--- src/rtl/unicycle_pose_integrator_unit_defines.svh ---
// Assertion helpers for the RTL.
`ifndef UNICYCLE_POSE_INTEGRATOR_UNIT_DEFINES_SVH
`define UNICYCLE_POSE_INTEGRATOR_UNIT_DEFINES_SVH

`ifndef SYNTHESIS
// Same-cycle implication.
`define UPI_ASSERT_NOW(label, clk, rst_n, ante, cons) \
  label: assert property (@(posedge clk) disable iff (!rst_n) (ante) |-> (cons)) \
    else $error("unicycle pose integrator check failed");
// Next-cycle implication.
`define UPI_ASSERT_NEXT(label, clk, rst_n, ante, cons) \
  label: assert property (@(posedge clk) disable iff (!rst_n) (ante) |=> (cons)) \
    else $error("unicycle pose integrator check failed");
`else
`define UPI_ASSERT_NOW(label, clk, rst_n, ante, cons)
`define UPI_ASSERT_NEXT(label, clk, rst_n, ante, cons)
`endif

`endif

--- src/rtl/upi_pkg.sv ---
`timescale 1ns / 1ps

package upi_pkg;

  // Rotation stages, limited to the length of the arctangent table.
  localparam int CORDIC_STAGES = 16;
  localparam int NSTAGES = (CORDIC_STAGES < 30) ? CORDIC_STAGES : 30;
  localparam int ITER_W = (NSTAGES > 1) ? $clog2(NSTAGES) : 1;

  // Datapath widths: vector in Q16.24 with growth headroom, signed angle.
  localparam int CW = 40;
  localparam int ZW = 34;

  // 1/K in Q0.32.
  localparam logic [31:0] GAIN_Q32 = 32'h9B74EDA8;

  localparam logic [24:0] STEP_LENGTH_RST    = 25'd6554;
  localparam logic [31:0] HEADING_STEP_RST   = 32'd0;
  localparam logic [15:0] STEPS_PER_PATH_RST = 16'd10;

  // Register indexes.
  localparam logic [1:0] CFG_STEP_LENGTH    = 2'd0;
  localparam logic [1:0] CFG_HEADING_STEP   = 2'd1;
  localparam logic [1:0] CFG_STEPS_PER_PATH = 2'd2;

  typedef enum logic [1:0] {
    ST_IDLE,
    ST_ROTATE,
    ST_EMIT
  } state_e;

  typedef struct packed {
    logic [24:0] step_length;
    logic [31:0] heading_step;
    logic [15:0] steps_per_path;
  } cfg_t;

  typedef struct packed {
    logic        start;
    logic [24:0] len;
    logic [31:0] ang;
  } rot_req_t;

  typedef struct packed {
    logic        busy;
    logic        done;
    logic [31:0] cos_v;
    logic [31:0] sin_v;
  } rot_rsp_t;

  // round(atan(2^-i) * 2^32 / 2pi)
  function automatic logic [31:0] atan_lut(input logic [4:0] idx);
    logic [31:0] v;
    unique case (idx)
      5'd0:  v = 32'h20000000;
      5'd1:  v = 32'h12E4051E;
      5'd2:  v = 32'h09FB385B;
      5'd3:  v = 32'h051111D4;
      5'd4:  v = 32'h028B0D43;
      5'd5:  v = 32'h0145D7E1;
      5'd6:  v = 32'h00A2F61E;
      5'd7:  v = 32'h00517C55;
      5'd8:  v = 32'h0028BE53;
      5'd9:  v = 32'h00145F2F;
      5'd10: v = 32'h000A2F98;
      5'd11: v = 32'h000517CC;
      5'd12: v = 32'h00028BE6;
      5'd13: v = 32'h000145F3;
      5'd14: v = 32'h0000A2FA;
      5'd15: v = 32'h0000517D;
      5'd16: v = 32'h000028BE;
      5'd17: v = 32'h0000145F;
      5'd18: v = 32'h00000A30;
      5'd19: v = 32'h00000518;
      5'd20: v = 32'h0000028C;
      5'd21: v = 32'h00000146;
      5'd22: v = 32'h000000A3;
      5'd23: v = 32'h00000051;
      5'd24: v = 32'h00000029;
      5'd25: v = 32'h00000014;
      5'd26: v = 32'h0000000A;
      5'd27: v = 32'h00000005;
      5'd28: v = 32'h00000003;
      5'd29: v = 32'h00000001;
      default: v = 32'h00000000;
    endcase
    return v;
  endfunction

endpackage

--- src/rtl/unicycle_pose_integrator_unit.sv ---
`timescale 1ns / 1ps
`include "unicycle_pose_integrator_unit_defines.svh"
// Unicycle pose integrator, midpoint dead reckoning.
// Input stream (s_axis): one transfer per tick; tdata[0] is restart, which
// clears pose and step count before the tick is applied.
// Output stream (m_axis): one transfer per tick; tdata carries new x, new y
// (signed Q16.16, wrapping) and the heading (binary angle); tlast marks the
// tick that reaches steps_per_path, after which the count starts over.
// Config channel: write index 0 step_length, 1 heading_step, 2 steps_per_path;
// other indexes are dropped. Writes belong to idle periods only.
// From input transfer to output valid: multiply on the transfer edge, then
// load, 16 CORDIC iterations of the one shared add/shift unit, rounding,
// hand-over to the sequencer, and the update, which waits on a stalled output.
// Ticks are taken one at a time: tready returns in the same cycle as output
// valid, once the result is registered, as the shared rotation unit and the
// pose feedback hold the next tick. tready is high only when no tick is in flight.
// Reset clears pose, count and output valid; registers return to their
// defaults. A stalled receiver holds the result in the output register; the
// next tick may enter and waits at the pose update until that register frees.
module unicycle_pose_integrator_unit (
  input  logic        clk_i,
  input  logic        rst_ni,
  // input stream
  input  logic        s_axis_tvalid,
  output logic        s_axis_tready,
  input  logic [7:0]  s_axis_tdata,  // [0] restart, [7:1] zero
  // output stream
  output logic        m_axis_tvalid,
  input  logic        m_axis_tready,
  output logic [95:0] m_axis_tdata,  // [31:0] pos_x, [63:32] pos_y, [95:64] heading
  output logic        m_axis_tlast,  // last
  // configuration writes
  input  logic        cfg_valid_i,
  output logic        cfg_ready_o,
  input  logic [1:0]  cfg_index_i,
  input  logic [31:0] cfg_data_i
);

  upi_pkg::cfg_t     cfg;
  upi_pkg::rot_req_t rot_req;
  upi_pkg::rot_rsp_t rot_rsp;
  upi_pkg::state_e   state_q, state_d;

  // pose and path counter
  logic [31:0] x_acc_q, y_acc_q, head_acc_q;
  logic [15:0] count_q;

  // output register
  logic        tvalid_q;
  logic [95:0] tdata_q;
  logic        tlast_q;

  logic        in_xfer, emit_go, restart;
  logic [31:0] half_step, head_base;
  logic [31:0] x_new, y_new, head_new;
  logic [15:0] count_next;
  logic        last_hit;

  upi_cfg u_cfg (
    .clk_i      (clk_i),
    .rst_ni     (rst_ni),
    .cfg_valid_i(cfg_valid_i),
    .cfg_ready_o(cfg_ready_o),
    .cfg_index_i(cfg_index_i),
    .cfg_data_i (cfg_data_i),
    .cfg_o      (cfg)
  );

  upi_cordic u_cordic (
    .clk_i (clk_i),
    .rst_ni(rst_ni),
    .req_i (rot_req),
    .rsp_o (rot_rsp)
  );

  assign restart = s_axis_tdata[0];

  // midpoint angle: heading plus half the step, floor halving
  assign half_step = {cfg.heading_step[31], cfg.heading_step[31:1]};
  assign head_base = restart ? 32'd0 : head_acc_q;

  // pose update, applied once the rotation has finished
  assign x_new      = x_acc_q - rot_rsp.sin_v;
  assign y_new      = y_acc_q + rot_rsp.cos_v;
  assign head_new   = head_acc_q + cfg.heading_step;
  assign count_next = count_q + 16'd1;
  assign last_hit   = (count_next == cfg.steps_per_path);

  // next state
  always_comb begin
    state_d = state_q;
    unique case (state_q)
      upi_pkg::ST_IDLE:   if (s_axis_tvalid) state_d = upi_pkg::ST_ROTATE;
      upi_pkg::ST_ROTATE: if (rot_rsp.done)  state_d = upi_pkg::ST_EMIT;
      upi_pkg::ST_EMIT:   if (!tvalid_q || m_axis_tready) state_d = upi_pkg::ST_IDLE;
      default:            state_d = upi_pkg::ST_IDLE;
    endcase
  end

  // state outputs
  always_comb begin
    s_axis_tready = 1'b0;
    emit_go       = 1'b0;
    unique case (state_q)
      upi_pkg::ST_IDLE:   s_axis_tready = 1'b1;
      upi_pkg::ST_ROTATE: ;
      upi_pkg::ST_EMIT:   emit_go = !tvalid_q || m_axis_tready;
      default:            ;
    endcase
  end

  assign in_xfer = s_axis_tvalid && s_axis_tready;

  assign rot_req.start = in_xfer;
  assign rot_req.len   = cfg.step_length;
  assign rot_req.ang   = head_base + half_step;

  always_ff @(posedge clk_i or negedge rst_ni) begin
    if (!rst_ni) begin
      state_q    <= upi_pkg::ST_IDLE;
      x_acc_q    <= '0;
      y_acc_q    <= '0;
      head_acc_q <= '0;
      count_q    <= '0;
      tvalid_q   <= 1'b0;
    end else begin
      state_q <= state_d;
      if (in_xfer && restart) begin
        x_acc_q    <= '0;
        y_acc_q    <= '0;
        head_acc_q <= '0;
        count_q    <= '0;
      end else if (emit_go) begin
        x_acc_q    <= x_new;
        y_acc_q    <= y_new;
        head_acc_q <= head_new;
        count_q    <= last_hit ? 16'd0 : count_next;
      end
      if (emit_go) begin
        tvalid_q <= 1'b1;
      end else if (m_axis_tready) begin
        tvalid_q <= 1'b0;
      end
    end
  end

  always_ff @(posedge clk_i) begin
    if (emit_go) begin
      tdata_q <= {head_new, y_new, x_new};
      tlast_q <= last_hit;
    end
  end

  assign m_axis_tvalid = tvalid_q;
  assign m_axis_tdata  = tdata_q;
  assign m_axis_tlast  = tlast_q;

  `UPI_ASSERT_NEXT(a_xfer_starts_rotation, clk_i, rst_ni, in_xfer, state_q == upi_pkg::ST_ROTATE && rot_rsp.busy)
  `UPI_ASSERT_NOW(a_done_only_rotating, clk_i, rst_ni, rot_rsp.done, state_q == upi_pkg::ST_ROTATE)
  `UPI_ASSERT_NOW(a_unit_quiet_when_idle, clk_i, rst_ni, state_q == upi_pkg::ST_IDLE, !rot_rsp.busy && !rot_rsp.done)
  `UPI_ASSERT_NEXT(a_emit_loads_output, clk_i, rst_ni, emit_go, tvalid_q && state_q == upi_pkg::ST_IDLE)

endmodule

--- src/rtl/upi_cfg.sv ---
`timescale 1ns / 1ps

module upi_cfg (
  input  logic              clk_i,
  input  logic              rst_ni,
  input  logic              cfg_valid_i,
  output logic              cfg_ready_o,
  input  logic [1:0]        cfg_index_i,
  input  logic [31:0]       cfg_data_i,
  output upi_pkg::cfg_t     cfg_o
);

  upi_pkg::cfg_t cfg_q;

  assign cfg_ready_o = 1'b1;
  assign cfg_o       = cfg_q;

  always_ff @(posedge clk_i or negedge rst_ni) begin
    if (!rst_ni) begin
      cfg_q.step_length    <= upi_pkg::STEP_LENGTH_RST;
      cfg_q.heading_step   <= upi_pkg::HEADING_STEP_RST;
      cfg_q.steps_per_path <= upi_pkg::STEPS_PER_PATH_RST;
    end else if (cfg_valid_i) begin
      case (cfg_index_i)
        upi_pkg::CFG_STEP_LENGTH:    cfg_q.step_length    <= cfg_data_i[24:0];
        upi_pkg::CFG_HEADING_STEP:   cfg_q.heading_step   <= cfg_data_i;
        upi_pkg::CFG_STEPS_PER_PATH: cfg_q.steps_per_path <= cfg_data_i[15:0];
        default: ; // unmapped index, dropped
      endcase
    end
  end

endmodule

--- src/rtl/upi_cordic.sv ---
`timescale 1ns / 1ps

module upi_cordic (
  input  logic                clk_i,
  input  logic                rst_ni,
  input  upi_pkg::rot_req_t   req_i,
  output upi_pkg::rot_rsp_t   rsp_o
);

  localparam logic [upi_pkg::ITER_W-1:0] ITER_LAST = upi_pkg::ITER_W'(upi_pkg::NSTAGES - 1);

  // control
  logic                       load_q, run_q, fin_q, done_q;
  logic [upi_pkg::ITER_W-1:0] iter_q;
  logic                       iter_last;

  // datapath
  logic [56:0]                prod_q;
  logic                       flip_q;
  logic signed [upi_pkg::ZW-1:0] z_q;
  logic signed [upi_pkg::CW-1:0] x_q, y_q;
  logic [31:0]                cos_q, sin_q;

  logic                       flip_in;
  logic [31:0]                ang_fold;
  logic [57:0]                x0_sum;
  logic signed [upi_pkg::CW-1:0] dx, dy, xf, yf, xr, yr;
  logic signed [upi_pkg::ZW-1:0] at;

  assign iter_last = (iter_q == ITER_LAST);

  // second and third quadrants are turned by half a turn, results negated
  assign flip_in  = req_i.ang[31] ^ req_i.ang[30];
  assign ang_fold = flip_in ? (req_i.ang ^ 32'h80000000) : req_i.ang;

  assign x0_sum = {1'b0, prod_q} + 58'(1 << 23);

  assign dx = y_q >>> iter_q;
  assign dy = x_q >>> iter_q;
  assign at = $signed({{(upi_pkg::ZW-32){1'b0}}, upi_pkg::atan_lut(5'(iter_q))});

  assign xf = flip_q ? -x_q : x_q;
  assign yf = flip_q ? -y_q : y_q;
  assign xr = (xf + upi_pkg::CW'(128)) >>> 8;
  assign yr = (yf + upi_pkg::CW'(128)) >>> 8;

  always_ff @(posedge clk_i or negedge rst_ni) begin
    if (!rst_ni) begin
      load_q <= 1'b0;
      run_q  <= 1'b0;
      fin_q  <= 1'b0;
      done_q <= 1'b0;
      iter_q <= '0;
    end else begin
      load_q <= req_i.start;
      fin_q  <= run_q && iter_last;
      done_q <= fin_q;
      if (load_q) begin
        run_q  <= 1'b1;
        iter_q <= '0;
      end else if (run_q) begin
        run_q  <= !iter_last;
        iter_q <= iter_q + 1'b1;
      end
    end
  end

  always_ff @(posedge clk_i) begin
    if (req_i.start) begin
      prod_q <= 57'(req_i.len) * 57'(upi_pkg::GAIN_Q32);
      flip_q <= flip_in;
      z_q    <= upi_pkg::ZW'($signed(ang_fold));
    end else if (run_q) begin
      z_q <= z_q[upi_pkg::ZW-1] ? (z_q + at) : (z_q - at);
    end
    if (load_q) begin
      x_q <= $signed({{(upi_pkg::CW-34){1'b0}}, x0_sum[57:24]});
      y_q <= '0;
    end else if (run_q) begin
      if (!z_q[upi_pkg::ZW-1]) begin
        x_q <= x_q - dx;
        y_q <= y_q + dy;
      end else begin
        x_q <= x_q + dx;
        y_q <= y_q - dy;
      end
    end
    if (fin_q) begin
      cos_q <= xr[31:0];
      sin_q <= yr[31:0];
    end
  end

  assign rsp_o.busy  = load_q | run_q | fin_q;
  assign rsp_o.done  = done_q;
  assign rsp_o.cos_v = cos_q;
  assign rsp_o.sin_v = sin_q;

endmodule

--- config.mk ---
export PLATFORM = sky130hd
export DESIGN_NAME = unicycle_pose_integrator_unit
export DESIGN_NICKNAME = d
export VERILOG_FILES = /design/src/rtl/upi_pkg.sv /design/src/rtl/unicycle_pose_integrator_unit.sv /design/src/rtl/upi_cfg.sv /design/src/rtl/upi_cordic.sv
export VERILOG_INCLUDE_DIRS = /design/src /design/src/rtl
export SDC_FILE = /design/constraint.sdc
export NUM_CORES = 2
export LEC_CHECK = 0
export BUFFER_PORTS_ARGS = -buffer_cell sky130_fd_sc_hd__buf_2
export CORE_MARGIN = 2
export CORE_UTILIZATION = 55
export CTS_CLUSTER_SIZE = 28
export DETAILED_ROUTE_END_ITERATION = 10
export HOLD_SLACK_MARGIN = 0.08
export PLACE_DENSITY = 0.74
export SLEW_MARGIN = 10
export SYNTH_ARGS = -nofsm -noshare
export SYNTH_HDL_FRONTEND = slang
export SYNTH_HIERARCHICAL = 1
export SYNTH_SLANG_ARGS = --single-unit
--- constraint.sdc ---
create_clock -name clk_i -period 7.39 [get_ports clk_i]
set_input_delay 0.739 -clock clk_i [delete_from_list [all_inputs] [get_ports clk_i]]
set_output_delay 0.739 -clock clk_i [all_outputs]
set_load 0.01 [all_outputs]
==> metrics list <==
* Status: complete, no violations
- Clock Sinks: 506
* Final setup violation count: 0
- Worst min path class: in2reg
- The worst register-to-register path ends at u_cordic/prod_q[55].
* Largest net degree at the start of global routing: 128
* Sort of element at the start of the critical path: flop
* Fraction of the core area covered by cells at the end of the flow: 0.598
- Row generation in the floorplan step produced 114 rows.
- Total count of hold-check failures in the final report: 0
* Worst-case clock skew: 0.0216 ns
- CP Data Required Time: 7.78 ns
- Crit share post-route: 0.964
- The initial utilization of the core area, before any placement, comes to 0.554.
- The number of antenna violations at the first check in global routing came to 2.
- For the worst setup path, the data arrival time is 7.51 ns.
- Endpoint type of the worst setup path: flop
- The clock passes through at most 3 buffers.
- The detailed router placed 42,443 vias in this run.
- The startpoint identified for the worst hold timing path is cfg_data_i[28].
- Mean routed wirelength per cell: 19.5 um
* Dpl hpwl: 108 mm
* Max-slew violation count: 0
- At the pin with the least slew margin, the transition time is 1.19 ns.
- Measured in cells, the most critical reg-to-reg path has a length of 23.
- The worst hold path terminates at u_cfg/cfg_o[44].
* Number of levels the H-tree was split into: 2
* Worst reg2reg startpoint: u_cfg/cfg_o[60]
* Worst-path cell with the longest stage delay: sky130_fd_sc_hd__fa_1
- TritonCTS built the clock tree.
- Max Clock Freq: 140 MHz
* Final WL: 138 mm
* Reg-to-reg slack, setup: 0.27 ns
* Initial DRC Count: 3,359
* Type of the worst setup path: reg2reg
* Maximum net fanout on the critical path: 4
* Number of nets with antenna violations after detailed routing: 0
- The root buffer cell chosen for the clock tree is sky130_fd_sc_hd__clkbuf_16.
- Remaining routing DRC violations: 0
* Number of buffers created by CTS: 57
- Headroom to the max-slew limit came out at 0.185.
* Vias in the first global route: 41,347
- Summed over all failing endpoints, the final setup total negative slack is 0 ns.
- Total global routing track utilization: 0.273
- Post-Synthesis Cell Area: 53,500 sq um
- Series of cell instances along the critical path: ha_1 -> inv_1 -> fa_1 -> fa_1 -> fa_1 -> fa_1 -> inv_1 -> fa_1 -> fa_1 -> ha_1 -> and4_1 -> nand2_1 -> buf_4 -> a2111oi_1 -> buf_4 -> o21a_2 -> o21a_1 -> a21o_1 -> o31a_1 -> buf_4 -> a221o_1 -> buf_4 -> xor2_1
- Number of max-cap violations: 0
* Final weighted congestion in routability-driven placement: 0.980
* Die Span Y: 316 um
- Hold timing on the final database bottoms out at a slack of 0.328 ns.
- Min-Delay Path Depth: 2
* Final net count: 6,581
- The first global-routing pass estimated 219 mm of wire.
- The Yosys step of the flow raised 6 warnings.
* Most prevalent standard cell on the critical path: sky130_fd_sc_hd__fa_1
- After layout, the minimum clock period comes to 7.12 ns.
- Grt total ovfl: 0
* Average footprint of a synthesized cell: 9.45 sq um
- Diodes inserted: 0
- The area growth from synthesis to layout is 8.09%.
- X dimension of the die: 316 um
- In this run the tool buffered the top-level ports with 138 buffer cells.
* Setup repair after global routing missed its margin: no
* Fraction of final layout cells sized beyond drive strength 1: 0.114
- Total Die Area: 99,700 sq um
- Via density per instance: 6.02
* Core ar.: 96,600 sq um
- Clock slew at reported path FFs: 0.06 ns
- 147 I/O pins were placed.
- Biggest cell delay along the critical path: 0.78 ns
* Clock latency reported for the late side of the worst-skew pair: 0.65 ns
- Counting every net in the synthesized netlist gives 6,510.
* First-pass iteration count of the detailed router: 8
- Synth Instances: 5,654
[routing by layer]
layer | vias to the layer above | GRT usage | routed length, um
met4 | 2 | 0.0898 | 4810
li1 | 20208 | - | -
met3 | 255 | 0.0337 | 8210
met5 | - | 0 | 13
met2 | 1368 | 0.471 | 66500
met1 | 20610 | 0.356 | 58000
[what timing repair did]
| action | 4_1_cts | 5_1_grt |
|---|---|---|
| hold buffers | 1 | 0 |
| endpoints found under the hold margin | 26 | 0 |
| gates resized for setup | 0 | 24 |
| buffers inserted | 0 | 15 |
| setup endpoints to repair | 0 | 8 |
[final cells by class]
type                    count  area [sq um]
clock buffers              70          1530
clock inverters            38           467
fillers                  8212         38800
inverters                 587          2210
multi-input cells        4294         36300
flip-flops and latches    506         13800
well taps                1276          1600
repair buffers            279          1840
[worst max-delay path by stage]
stage	to	slack, ns	start	cells after the start
6_report	u_cordic/prod_q[55]	0.27	u_cfg/cfg_o[60]	23
5_1_grt	u_cordic/prod_q[56]	0.005	u_cfg/cfg_o[51]	24
3_5_place_dp	u_cordic/prod_q[52]	0.09	u_cfg/cfg_o[61]	25
3_3_place_gp	u_cordic/prod_q[53]	0.15	u_cfg/cfg_o[61]	25
4_1_cts	u_cordic/prod_q[52]	0.07	u_cfg/cfg_o[61]	25
2_1_floorplan	u_cordic/prod_q[52]	0.51	u_cfg/cfg_o[61]	25
[state kept, by name, indices dropped and copies added (netlist names), 2 cells and up]
name,cells
u_cordic/cos_q,32
m_axis_tdata,96
u_cordic/x_q,40
u_cfg/cfg_o,73
u_cordic/sin_q,32
x_acc_q,32
u_cordic/iter_q,4
u_cordic/y_q,40
head_acc_q,32
state_q,2
y_acc_q,32
count_q,16
u_cordic/prod_q,34
u_cordic/z_q,34
[worst max-delay path: cells and delay by family, from the launching register on]
family | cells | cell delay (ns)
AO/OA/AOI/OAI | 6 | 1.34
XOR/XNOR | 1 | 0.13
buffers and inverters | 6 | 0.76
flip-flops | 1 | 0.58
adder cells (fa/ha/maj) | 8 | 3.76
AND/OR/NAND/NOR | 2 | 0.29
[per-stage QoR]
step,cells,area [sq um],worst slack [ns]
3_3_place_gp,6926,55600,0.151
5_1_grt,7050,57800,0.00525
6_report,7050,57800,0.267
3_5_place_dp,6926,55600,0.0931
2_1_floorplan,5654,53500,0.506
4_1_cts,7035,57600,0.0679
[placed cells by master (no fill, tap or decap), types with 46 or more instances in the layout]
cell and n:
sky130_fd_sc_hd__nand3_1 103, sky130_fd_sc_hd__mux2_2 110, sky130_fd_sc_hd__buf_2 137, sky130_fd_sc_hd__nand4_1 54, sky130_fd_sc_hd__o21ai_0 302, sky130_fd_sc_hd__nor2_1 319
sky130_fd_sc_hd__dfxtp_1 46, sky130_fd_sc_hd__xor2_1 171, sky130_fd_sc_hd__edfxtp_1 264, sky130_fd_sc_hd__a22o_1 97, sky130_fd_sc_hd__mux4_2 75, sky130_fd_sc_hd__nand2_1 397
sky130_fd_sc_hd__fa_1 318, sky130_fd_sc_hd__o21a_1 57, sky130_fd_sc_hd__nor2b_1 95, sky130_fd_sc_hd__a21o_1 123, sky130_fd_sc_hd__buf_4 134, sky130_fd_sc_hd__nor3_1 90
sky130_fd_sc_hd__clkbuf_16 58, sky130_fd_sc_hd__and3_1 59, sky130_fd_sc_hd__mux2i_1 106, sky130_fd_sc_hd__xnor2_1 290, sky130_fd_sc_hd__a31oi_1 62, sky130_fd_sc_hd__inv_1 581
sky130_fd_sc_hd__dfrtp_1 171, sky130_fd_sc_hd__nand2b_1 59, sky130_fd_sc_hd__ha_1 483, sky130_fd_sc_hd__a21oi_1 349
Power is not shown: default switching activity piles up to over one toggle a cycle in this logic, so the estimate is an artifact.
